## config.mk

```make
export PLATFORM = sky130hd
export DESIGN_NAME = hmps_ctrl
export DESIGN_NICKNAME = d
export VERILOG_FILES = /design/src/design/heat_map_pyramid_splat_defines.svh /design/src/design/hmps_pkg.sv /design/src/design/hmps_ctrl.sv
export SDC_FILE = /design/constraint.sdc
export NUM_CORES = 1
export LEC_CHECK = 0
export ABC_AREA = 0
export BUFFER_PORTS_ARGS = -buffer_cell sky130_fd_sc_hd__buf_2
export CAP_MARGIN = 20
export CORE_AREA = 3 3 40 42
export CTS_CLUSTER_DIAMETER = 120
export DETAILED_ROUTE_END_ITERATION = 8
export DIE_AREA = 0 0 43 45
export MAX_ROUTING_LAYER = met4
export SLEW_MARGIN = 20
export SYNTH_ARGS = -nofsm -noshare
export SYNTH_HDL_FRONTEND = slang
export SYNTH_SLANG_ARGS = --single-unit
```

## constraint.sdc

```tcl
create_clock -name i_clk -period 2 [get_ports i_clk]
set_input_delay 0.4 -clock i_clk [delete_from_list [all_inputs] [get_ports i_clk]]
set_output_delay 0.4 -clock i_clk [all_outputs]
set_load 0.005 [all_outputs]
```

## src/design/heat_map_pyramid_splat_defines.svh

```systemverilog
// ---------------------------------------------------------------------------
// Heat map pyramid splat: assertion macros
// Concurrent check macros, compiled out when SYNTH is defined.
// ---------------------------------------------------------------------------
`ifndef HEAT_MAP_PYRAMID_SPLAT_DEFINES_SVH
`define HEAT_MAP_PYRAMID_SPLAT_DEFINES_SVH

`ifndef SYNTH
`define HMPS_ASSERT_IMPLY(label, clk, rst_n, ante, cons) \
    label: assert property (@(posedge clk) disable iff (!rst_n) (ante) |-> (cons)) \
        else $error("heat map check failed");
`define HMPS_ASSERT_NEXT(label, clk, rst_n, ante, cons) \
    label: assert property (@(posedge clk) disable iff (!rst_n) (ante) |=> (cons)) \
        else $error("heat map check failed");
`else
`define HMPS_ASSERT_IMPLY(label, clk, rst_n, ante, cons)
`define HMPS_ASSERT_NEXT(label, clk, rst_n, ante, cons)
`endif

`endif

```

## src/design/hmps_pkg.sv

```systemverilog
// ---------------------------------------------------------------------------
// Heat map pyramid splat: package
// Payload types, controller states, command and status groups, constants.
// ---------------------------------------------------------------------------
package hmps_pkg;

    localparam int CNT_W    = 32;
    localparam int RADIUS_W = 7;
    localparam int RAD_W    = 8;
    localparam int OFS_W    = 9;
    localparam int COORD_W  = 11;
    localparam int WGT_W    = 9;

    localparam logic [CNT_W-1:0]    CNT_MAX      = '1;
    localparam logic [RADIUS_W-1:0] RADIUS_RESET = 7'd20;

    localparam logic [1:0] OP_CLEAR = 2'd0;
    localparam logic [1:0] OP_SPLAT = 2'd1;
    localparam logic [1:0] OP_READ  = 2'd2;

    typedef struct packed {
        logic [1:0] op;
        logic [7:0] row;
        logic [7:0] col;
    } t_in;

    typedef struct packed {
        logic [CNT_W-1:0] cell_value;
        logic [CNT_W-1:0] peak;
        logic             accepted;
    } t_out;

    typedef enum logic [3:0] {
        S_CLEAR,
        S_IDLE,
        S_DECODE,
        S_SPLAT,
        S_DRAIN1,
        S_DRAIN2,
        S_RD,
        S_RDWAIT,
        S_OUT
    } t_state;

    typedef struct packed {
        logic start;
        logic zero_cell;
        logic zero_peak;
        logic clr_step;
        logic spl_step;
        logic rd_ctr;
        logic cap_cell;
        logic cap_peak;
        logic load_out;
    } t_cmd;

    typedef struct packed {
        logic [1:0] op;
        logic       in_grid;
        logic       clr_last;
        logic       spl_last;
    } t_sts;

endpackage

```

## src/design/hmps_ctrl.sv

```systemverilog
// ---------------------------------------------------------------------------
// Heat map pyramid splat: controller
// Sequences clear sweeps, kernel walks, cell reads and result hand-off.
// ---------------------------------------------------------------------------
module hmps_ctrl (
    input  logic            i_clk,
    input  logic            i_rst_n,
    input  logic            i_valid,
    output logic            o_ready,
    output logic            o_valid,
    input  logic            i_ready,
    input  hmps_pkg::t_sts  i_sts,
    output hmps_pkg::t_cmd  o_cmd
);

    hmps_pkg::t_state r_state, n_state;
    logic r_clr_op, n_clr_op;
    logic r_out_valid, n_out_valid;
    logic w_out_free;

    assign w_out_free = !r_out_valid || i_ready;
    assign o_valid    = r_out_valid;
    assign o_ready    = (r_state == hmps_pkg::S_IDLE);

    always_ff @(posedge i_clk) begin
        if (!i_rst_n) begin
            r_state     <= hmps_pkg::S_CLEAR;
            r_clr_op    <= 1'b0;
            r_out_valid <= 1'b0;
        end else begin
            r_state     <= n_state;
            r_clr_op    <= n_clr_op;
            r_out_valid <= n_out_valid;
        end
    end

    always_comb begin
        n_state     = r_state;
        n_clr_op    = r_clr_op;
        n_out_valid = r_out_valid;
        if (i_ready) begin
            n_out_valid = 1'b0;
        end
        case (r_state)
            hmps_pkg::S_CLEAR: begin
                if (i_sts.clr_last) begin
                    n_state = r_clr_op ? hmps_pkg::S_OUT : hmps_pkg::S_IDLE;
                end
            end
            hmps_pkg::S_IDLE: begin
                if (i_valid) begin
                    n_state = hmps_pkg::S_DECODE;
                end
            end
            hmps_pkg::S_DECODE: begin
                case (i_sts.op)
                    hmps_pkg::OP_CLEAR: begin
                        n_state  = hmps_pkg::S_CLEAR;
                        n_clr_op = 1'b1;
                    end
                    hmps_pkg::OP_SPLAT: begin
                        n_state = i_sts.in_grid ? hmps_pkg::S_SPLAT : hmps_pkg::S_OUT;
                    end
                    default: begin
                        n_state = i_sts.in_grid ? hmps_pkg::S_RD : hmps_pkg::S_OUT;
                    end
                endcase
            end
            hmps_pkg::S_SPLAT: begin
                if (i_sts.spl_last) begin
                    n_state = hmps_pkg::S_DRAIN1;
                end
            end
            hmps_pkg::S_DRAIN1: n_state = hmps_pkg::S_DRAIN2;
            hmps_pkg::S_DRAIN2: n_state = hmps_pkg::S_RD;
            hmps_pkg::S_RD:     n_state = hmps_pkg::S_RDWAIT;
            hmps_pkg::S_RDWAIT: n_state = hmps_pkg::S_OUT;
            hmps_pkg::S_OUT: begin
                if (w_out_free) begin
                    n_state     = hmps_pkg::S_IDLE;
                    n_out_valid = 1'b1;
                    n_clr_op    = 1'b0;
                end
            end
            default: n_state = hmps_pkg::S_IDLE;
        endcase
    end

    always_comb begin
        o_cmd = '0;
        case (r_state)
            hmps_pkg::S_CLEAR: o_cmd.clr_step = 1'b1;
            hmps_pkg::S_IDLE:  o_cmd.start    = i_valid;
            hmps_pkg::S_DECODE: begin
                o_cmd.zero_cell = (i_sts.op == hmps_pkg::OP_CLEAR) || !i_sts.in_grid;
                o_cmd.zero_peak = (i_sts.op == hmps_pkg::OP_CLEAR);
            end
            hmps_pkg::S_SPLAT: o_cmd.spl_step = 1'b1;
            hmps_pkg::S_RD:    o_cmd.rd_ctr   = 1'b1;
            hmps_pkg::S_RDWAIT: begin
                o_cmd.cap_cell = 1'b1;
                o_cmd.cap_peak = (i_sts.op == hmps_pkg::OP_SPLAT);
            end
            hmps_pkg::S_OUT:   o_cmd.load_out = w_out_free;
            default:           o_cmd = '0;
        endcase
    end

endmodule

```

## After elaboration in Yosys (flattened, before gate mapping)

Index checks and enable logic that the tools add are counted.

- Register bits after elaboration: 6
- Word-level logic and storage cells: 48

- Muxes and demuxes: 22
- Reduce and logical (&&, ||, !) cells: 9
- Equality and inequality tests: 14

Operators with widths:

| kind | count |
|---|---|
| 4-bit one-hot mux with 9 select lines | 1 |
| 4-bit two-way mux | 7 |
| 4-bit by 3-bit == test with 1-bit output, second input constant | 4 |
| 1-bit two-way mux | 10 |
| 2-bit != test, second input constant | 5 |
| 4-bit by 2-bit == test with 1-bit output, second input constant | 2 |
| 4-bit one-hot mux with 2 select lines | 1 |
| 4-bit by 1-bit == test with 1-bit output, second input constant | 1 |
| 4-bit == test, second input constant | 1 |
| 4-bit zero test | 1 |
| 2-bit two-way mux | 2 |
| 4-bit AND reduction | 1 |
| 3-bit AND reduction | 1 |
| 2-bit by 1-bit == test with 1-bit output, second input constant | 1 |
| 1-bit zero test | 2 |
| 2-bit zero test | 1 |
| 1-bit logical OR | 2 |
| 1-bit one-hot mux with 2 select lines | 1 |
| 2-bit nonzero test | 1 |

## Logic depth before layout (Yosys ltp)

Gate-level depths: netlist of the first run.

- Word-level depth: 4
- Mapped depth: 6

## Worst setup path after synthesis of the first run

Ideal clock, no wire load.

- Kind: register -> output
- From: register r_state[1]
- To: output o_cmd[0] (netlist bit)
- Path buffers: 1
- Required time: 1.600 ns
- Path slack: 0.469 ns
- Data arrival time: 1.131 ns
- Stages on the path, launching flop included: 4
- Cells stage by stage: dfxtp_1 > buf_2 > or4b_1 > nor2b_1

RTL lines:

| what | RTL line | RTL |
|---|---|---|
| start: declaration | hmps_ctrl.sv:16 | `hmps_pkg::t_state r_state, n_state;` |
| start signal: assignment | hmps_ctrl.sv:27 | `r_state <= hmps_pkg::S_CLEAR;` |
| start signal: assignment | hmps_ctrl.sv:31 | `r_state <= n_state;` |
| end: declaration | hmps_ctrl.sv:13 | `output hmps_pkg::t_cmd o_cmd` |

==> impl_metrics.py, run 1 <==
metrics = {
    "outcome": {
        "status": "finished clean",
    },
    "route": {
        "wire_per_inst_um": 12.02,
        "drtAntennaViolNets": 0,
        "via_per_inst": 5.258,
        "drt_iter0_markers": 11,
        "route.detailed.drc": 0,
        "vias": 468,
        "first_pass_iters": 4,
        "routed_wl_um": 1070,
    },
    "place": {
        "dp_hpwl_um": 820.5,
        "routabilityCongestion": 0.9145,
        "io_buffers": 19,
    },
    "timing": {
        "finalCritPeriodShare_pct": 95.28,
        "finalSetupTns_ns": 0,
        "worst_pin_slew_ns": 0.4656,
        "slew_viol_final": 0,
        "hold_violations": 0,
        "post-route-min-period_ns": 1.906,
        "slew-limit-headroom_pct": 68.75,
        "max_freq_mhz": 524.8,
        "skew_ns": 0.0004841,
        "grt_setup_unrepaired": "no",
        "whs_ns": 0.4388,
        "setup_violations": 0,
    },
    "power": {
        "power.switching_uw": 110.0,
        "switching_share_pct": 30.71,
        "seqPwrFrac_pct": 40.8,
        "power_density_nw_per_um2": 659.3,
        "power_frac_comb_pct": 26.6,
        "intPower_uw": 248.1,
        "power_leakage_nw": 0.2639,
        "vdd_drop_max_mv": 0.3272,
        "pwr-share-clk_pct": 32.6,
    },
    "critical_path": {
        "worstSetupEndpointType": "output port",
        "worstSetupStartpointType": "flip-flop",
        "crit_required_ns": 1.60,
        "timing.rr.start": "r_state[0]",
        "path_class": "flip-flop to output port",
        "arrival_ns": 1.51,
        "critPathMaxFanout": 11,
        "cp-startpoint": "r_state[0]",
    },
    "floorplanning": {
        "coreArea_um2": 1285,
        "ios": 20,
        "die_width_um": 43,
        "rows": 13,
        "dieArea_um2": 1935,
        "fp.dieH_um": 45,
        "initial_core_util_pct": 32.62,
    },
    "synthesis": {
        "syn_inst": 54,
        "yosys-mux-area-fraction_pct": 2.388,
        "synth_compound_area_share_pct": 27.46,
        "avgSynthCellArea_um2": 7.762,
        "netlist_area_um2": 419.2,
        "synth_xor_area_share_pct": 0,
        "synth_cell_type_count": 29,
        "synthSimpleGateAreaFrac_pct": 32.24,
        "synth_seq_area_share_pct": 28.66,
        "yosys.area_share.adder_pct": 0,
        "yosys_warnings": 0,
        "syn-num-nets": 63,
        "synth_top_family_by_area": "simple AND/OR/NAND/NOR gates",
        "ys_ff_latch": 6,
    },
    "min_path": {
        "hp-start": "i_rst_n",
        "min_path_type": "input pin to flip-flop",
    },
    "global_routing": {
        "grt_pass1_wl_um": 1745,
        "grt_max_degree": 12,
        "grt_pass1_vias": 419,
        "grt_util_all_layers_pct": 12.52,
        "grt_overflow_total": 0,
        "antenna_found_initial": 0,
    },
    "clock_network": {
        "cts_buffers": 3,
        "cts.sinks": 6,
        "cts_buffer_depth": 2,
        "clock_latency_ns": 0.25,
        "htree_levels": 1,
        "cts-root-buf": "clkbuf_4",
        "clkSlewWorstSetupHoldPaths_ns": 0.05,
        "cts_tree": "done",
    },
    "final_layout": {
        "antennaDiodeCount": 0,
        "synthToLayoutAreaGrowth_pct": 29.55,
        "drive_gt1_share_pct": 37.84,
        "layout.nets": 85,
    },
    "run": {
        "maxCapViolCount": 0,
    },
}
==> placed cells by master, fill, tap and decap left out, types with 2 or more instances in the layout <==
cell type / count
buf_2: 19
inv_1: 6
nor2_1: 6
nand2_1: 3
nor3_1: 3
nor2b_1: 3
o21ai_0: 3
clkbuf_4: 3
dfxtp_1: 3
dfxtp_2: 3
and3_1: 2
o21a_1: 2
==> cells in the mapped netlist <==
| cell | count | area [um^2] |
|---|---|---|
| nor3b_1 | 1 | 7.510 |
| nor2b_1 | 3 | 18.77 |
| a31oi_1 | 1 | 6.260 |
| dfxtp_1 | 6 | 120.1 |
| or3_1 | 1 | 6.260 |
| mux2i_1 | 1 | 10.01 |
| or4b_1 | 1 | 10.01 |
| buf_2 | 1 | 5.000 |
| or4_4 | 1 | 11.26 |
| nand2b_1 | 1 | 6.260 |
| a32o_1 | 1 | 10.01 |
| o21ai_0 | 3 | 15.01 |
| o311ai_0 | 1 | 8.760 |
| nand2_1 | 3 | 11.26 |
| nor3_1 | 3 | 15.01 |
| o211a_1 | 1 | 10.01 |
| o221a_2 | 1 | 11.26 |
| a22o_1 | 1 | 8.760 |
| nor2_1 | 6 | 22.52 |
| o21ai_2 | 1 | 8.760 |
| a311oi_1 | 1 | 8.760 |
| nand3b_1 | 1 | 7.510 |
| a21oi_1 | 1 | 5.000 |
| and2_1 | 1 | 6.260 |
| o21a_1 | 2 | 15.01 |
| buf_6 | 1 | 11.26 |
| inv_1 | 6 | 22.52 |
| and3_1 | 2 | 12.51 |
| a21boi_0 | 1 | 7.510 |
==> flip-flops by register name, indices dropped and copies added, names as in the netlist <==
| signal | flops |
|---|---|
| r_state | 4 |
| o_valid | 1 |
| r_clr_op | 1 |
==> worst max-delay path: stages, from the launching register on <==
cell     delay (ns)
dfxtp_2        0.42
inv_1          0.09
or3_1          0.42
nor3b_1        0.20
buf_2          0.14
==> routing by layer <==
layer | global-route usage [%] | routed length (um) | part of all wire [%] | vias to the layer above
met5 | - | 0 | 0 | -
met4 | 5.422 | 12 | 1.1 | 0
met3 | 5.976 | 91 | 8.5 | 2
met2 | 18.26 | 505 | 47 | 21
met1 | 14.70 | 461 | 43 | 206
li1 | - | - | - | 239
==> cell type report <==
| type | instances | area [um^2] |
|---|---|---|
| Sequential cell | 6 | 123.9 |
| Clock buffer | 3 | 22.52 |
| Inverter | 6 | 22.52 |
| Timing Repair Buffer | 19 | 95.09 |
| Fill cell | 147 | 742.0 |
| Multi-Input combinational cell | 40 | 260.3 |
| Tap cell | 15 | 18.77 |
==> per-stage QoR <==
stage               util (%)  cell area, um^2  setup slack, ns  power, mW  std cells
detailed placement     40.21            516.7           0.2679     0.2413         86
global route           42.26            543.0          0.01140     0.3858         89
global placement       40.21            516.7           0.2836     0.2419         86
floorplan                  -            419.2           0.4692     0.2128         54
CTS                    42.06            540.5          0.01905     0.3617         89
finish                 42.26            543.0          0.09437     0.3580         89
==> cell families (layout without fill, tap and decap cells) <==
family / Yosys count / in the layout
flops: 6 / 6
mux: 1 / 1
buf+inv: 8 / 28
simple gates: 24 / 24
compound gates: 15 / 15
==> what timing repair did <==
| item | 4_1_cts | 5_1_grt |
|---|---|---|
| endpoints found under the setup margin | 1 | 2 |
| hold buffers | 0 | 0 |
| buffers inserted | 0 | 0 |
| resized for setup | 1 | 2 |
| endpoints found under the hold margin | 0 | 0 |
==> power groups by stage <==
stage	Sequential (mW)	Combinational, mW	Clock, mW
after floorplan	0.134	0.0791	0
after global placement	0.146	0.0958	0
after detailed placement	0.146	0.0951	0
after CTS	0.145	0.0956	0.121
after global routing	0.149	0.106	0.131
final	0.146	0.0951	0.117
==> path summary, 6_finish.rpt <==
kind	cells after the start	endpoint	slack [ns]
setup / recovery	4	o_cmd[1]	0.09
hold / removal	2	r_clr_op	0.44
setup reg to reg	4	r_state[1]	0.49
hold reg to reg	2	o_valid	0.52
No activity file was read; power rests on OpenSTA's default activity.
==> inputs of run 2 (changes only) <==
==> constraint.sdc (replaced) <==
create_clock -name i_clk -period 2 [get_ports i_clk]
set_input_delay 0.2 -clock i_clk [delete_from_list [all_inputs] [get_ports i_clk]]
set_output_delay 0.2 -clock i_clk [all_outputs]
set_load 0.005 [all_outputs]
==> impl_metrics.py, run 2 (synthesis results as in run 1) <==
metrics = {
    "place": {
        "dp_hpwl_um": 788.2,
        "io_buffers": 19,
        "dp_cells": 86,
        "pre_cts_ws_ns": 0.4542,
        "routabilityCongestion": 0.9000,
    },
    "global_routing": {
        "grt_overflow_total": 0,
        "grt_pass1_vias": 395,
        "grt_util_all_layers_pct": 11.17,
        "grt_max_degree": 12,
        "antenna_found_initial": 0,
        "grt_pass1_wl_um": 1607,
    },
    "route": {
        "routed_wl_um": 993,
        "first_pass_iters": 4,
        "via_per_inst": 5.258,
        "vias": 468,
        "drt_iter0_markers": 12,
        "wire_per_inst_um": 11.16,
        "drtAntennaViolNets": 0,
        "route.detailed.drc": 0,
    },
    "critical_path": {
        "cp_cell_sequence": "inv_1 > or3_1 > nor3b_1 > buf_2",
        "path_class": "flip-flop to output port",
        "cp_slowest_stage_delay_ns": 0.50,
        "worstSetupStartpointType": "flip-flop",
        "crit_required_ns": 1.80,
        "crit_slowest_cell": "dfxtp_1",
        "critPathMaxFanout": 11,
        "worstSetupEndpointType": "output port",
        "arrival_ns": 1.63,
    },
    "final_layout": {
        "final_common_cell": "buf_2",
        "antennaDiodeCount": 0,
        "largest_reg_flops": 4,
        "synthToLayoutAreaGrowth_pct": 28.66,
        "final-seq-area_um2": 120.1,
        "layout_common_cells": "buf_2 (19), inv_1 (6), nor2_1 (6), dfxtp_1 (6)",
        "multi_input_area_um2": 260.3,
        "drive_gt1_share_pct": 33.78,
        "layout.nets": 85,
        "largest_register": "r_state",
        "fin_cells": 89,
        "utilization_pct": 41.97,
        "fillerInstances": 138,
    },
    "timing": {
        "skew_ns": 0.003161,
        "slew_viol_final": 0,
        "post-route-min-period_ns": 1.832,
        "slew-limit-headroom_pct": 74.34,
        "finalSetupTns_ns": 0,
        "finalCritPeriodShare_pct": 91.59,
        "hold_violations": 0,
        "grt_setup_unrepaired": "no",
        "setup_violations": 0,
        "max_freq_mhz": 545.9,
        "setup_slack_ns": 0.1682,
        "worst_pin_slew_ns": 0.3823,
    },
    "clock_network": {
        "postCtsSetupBuffers": 0,
        "htree_levels": 1,
        "ctsResizeCount": 0,
        "clkSlewWorstSetupHoldPaths_ns": 0.05,
        "cts-root-buf": "clkbuf_4",
        "cts.sinks": 6,
        "cts_buffers": 3,
        "cts_buffer_depth": 2,
        "ctsHoldBuffers": 0,
        "clock_latency_ns": 0.24,
        "cts_tree": "done",
    },
    "floorplanning": {
        "ios": 20,
        "dieArea_um2": 1935,
        "initial_core_util_pct": 32.62,
        "fp.dieH_um": 45,
        "coreArea_um2": 1285,
        "rows": 13,
        "die_width_um": 43,
    },
    "power": {
        "power_leakage_nw": 0.2627,
        "vdd_drop_max_mv": 0.3447,
        "power_density_nw_per_um2": 651.1,
    },
    "outcome": {
        "status": "finished clean",
    },
    "run": {
        "maxCapViolCount": 0,
    },
    "min_path": {
        "min_path_type": "input pin to flip-flop",
    },
}
[run 2: worst paths after layout]
check,depth (start not counted),start,end,slack [ns]
max,4,r_state[0],o_cmd[1],0.17
min reg2reg,2,o_valid,o_valid,0.52
min,2,i_rst_n,r_clr_op,0.24
max reg2reg,4,r_state[0],r_state[1],0.44
[run 2: where the power goes]
part | switching, mW | total (mW) | internal, mW
registers | 0.0164 | 0.144 | 0.128
clock network | 0.0442 | 0.112 | 0.0679
logic | 0.0443 | 0.0949 | 0.0506
[run 2: layout make-up]
type,instances,share of cell area [%]
repair buffers,19,17.63
flip-flops and latches,6,22.27
well taps,15,3.480
multi-input cells,40,48.26
inverters,6,4.176
clock buffers,3,4.176
[run 2: metal layers]
| layer | share of wire (%) | GRT usage, % | vias up |
|---|---|---|---|
| met5 | 0 | - | - |
| met4 | 0 | 0 | 0 |
| met3 | 9.5 | 6.773 | 0 |
| met2 | 45 | 16.47 | 17 |
| met1 | 45 | 14.04 | 214 |
| li1 | - | - | 237 |
[run 2: metrics by stage]
stage / cell area, um^2 / total power, mW / hold WS [ns]
floorplan: 419.2 / 0.2128 / 0.3175
global placement: 516.7 / 0.2421 / 0.4857
detailed placement: 516.7 / 0.2407 / 0.4928
CTS: 539.3 / 0.3576 / 0.2359
global route: 539.3 / 0.3801 / 0.2407
finish: 539.3 / 0.3511 / 0.2431
[run 2: worst max-delay path: cells and delay by family (launching register included)]
family                 cells  cell delay (ns)
buffers and inverters      2             0.26
DFF                        1             0.50
and+or+nand+nor            2             0.63
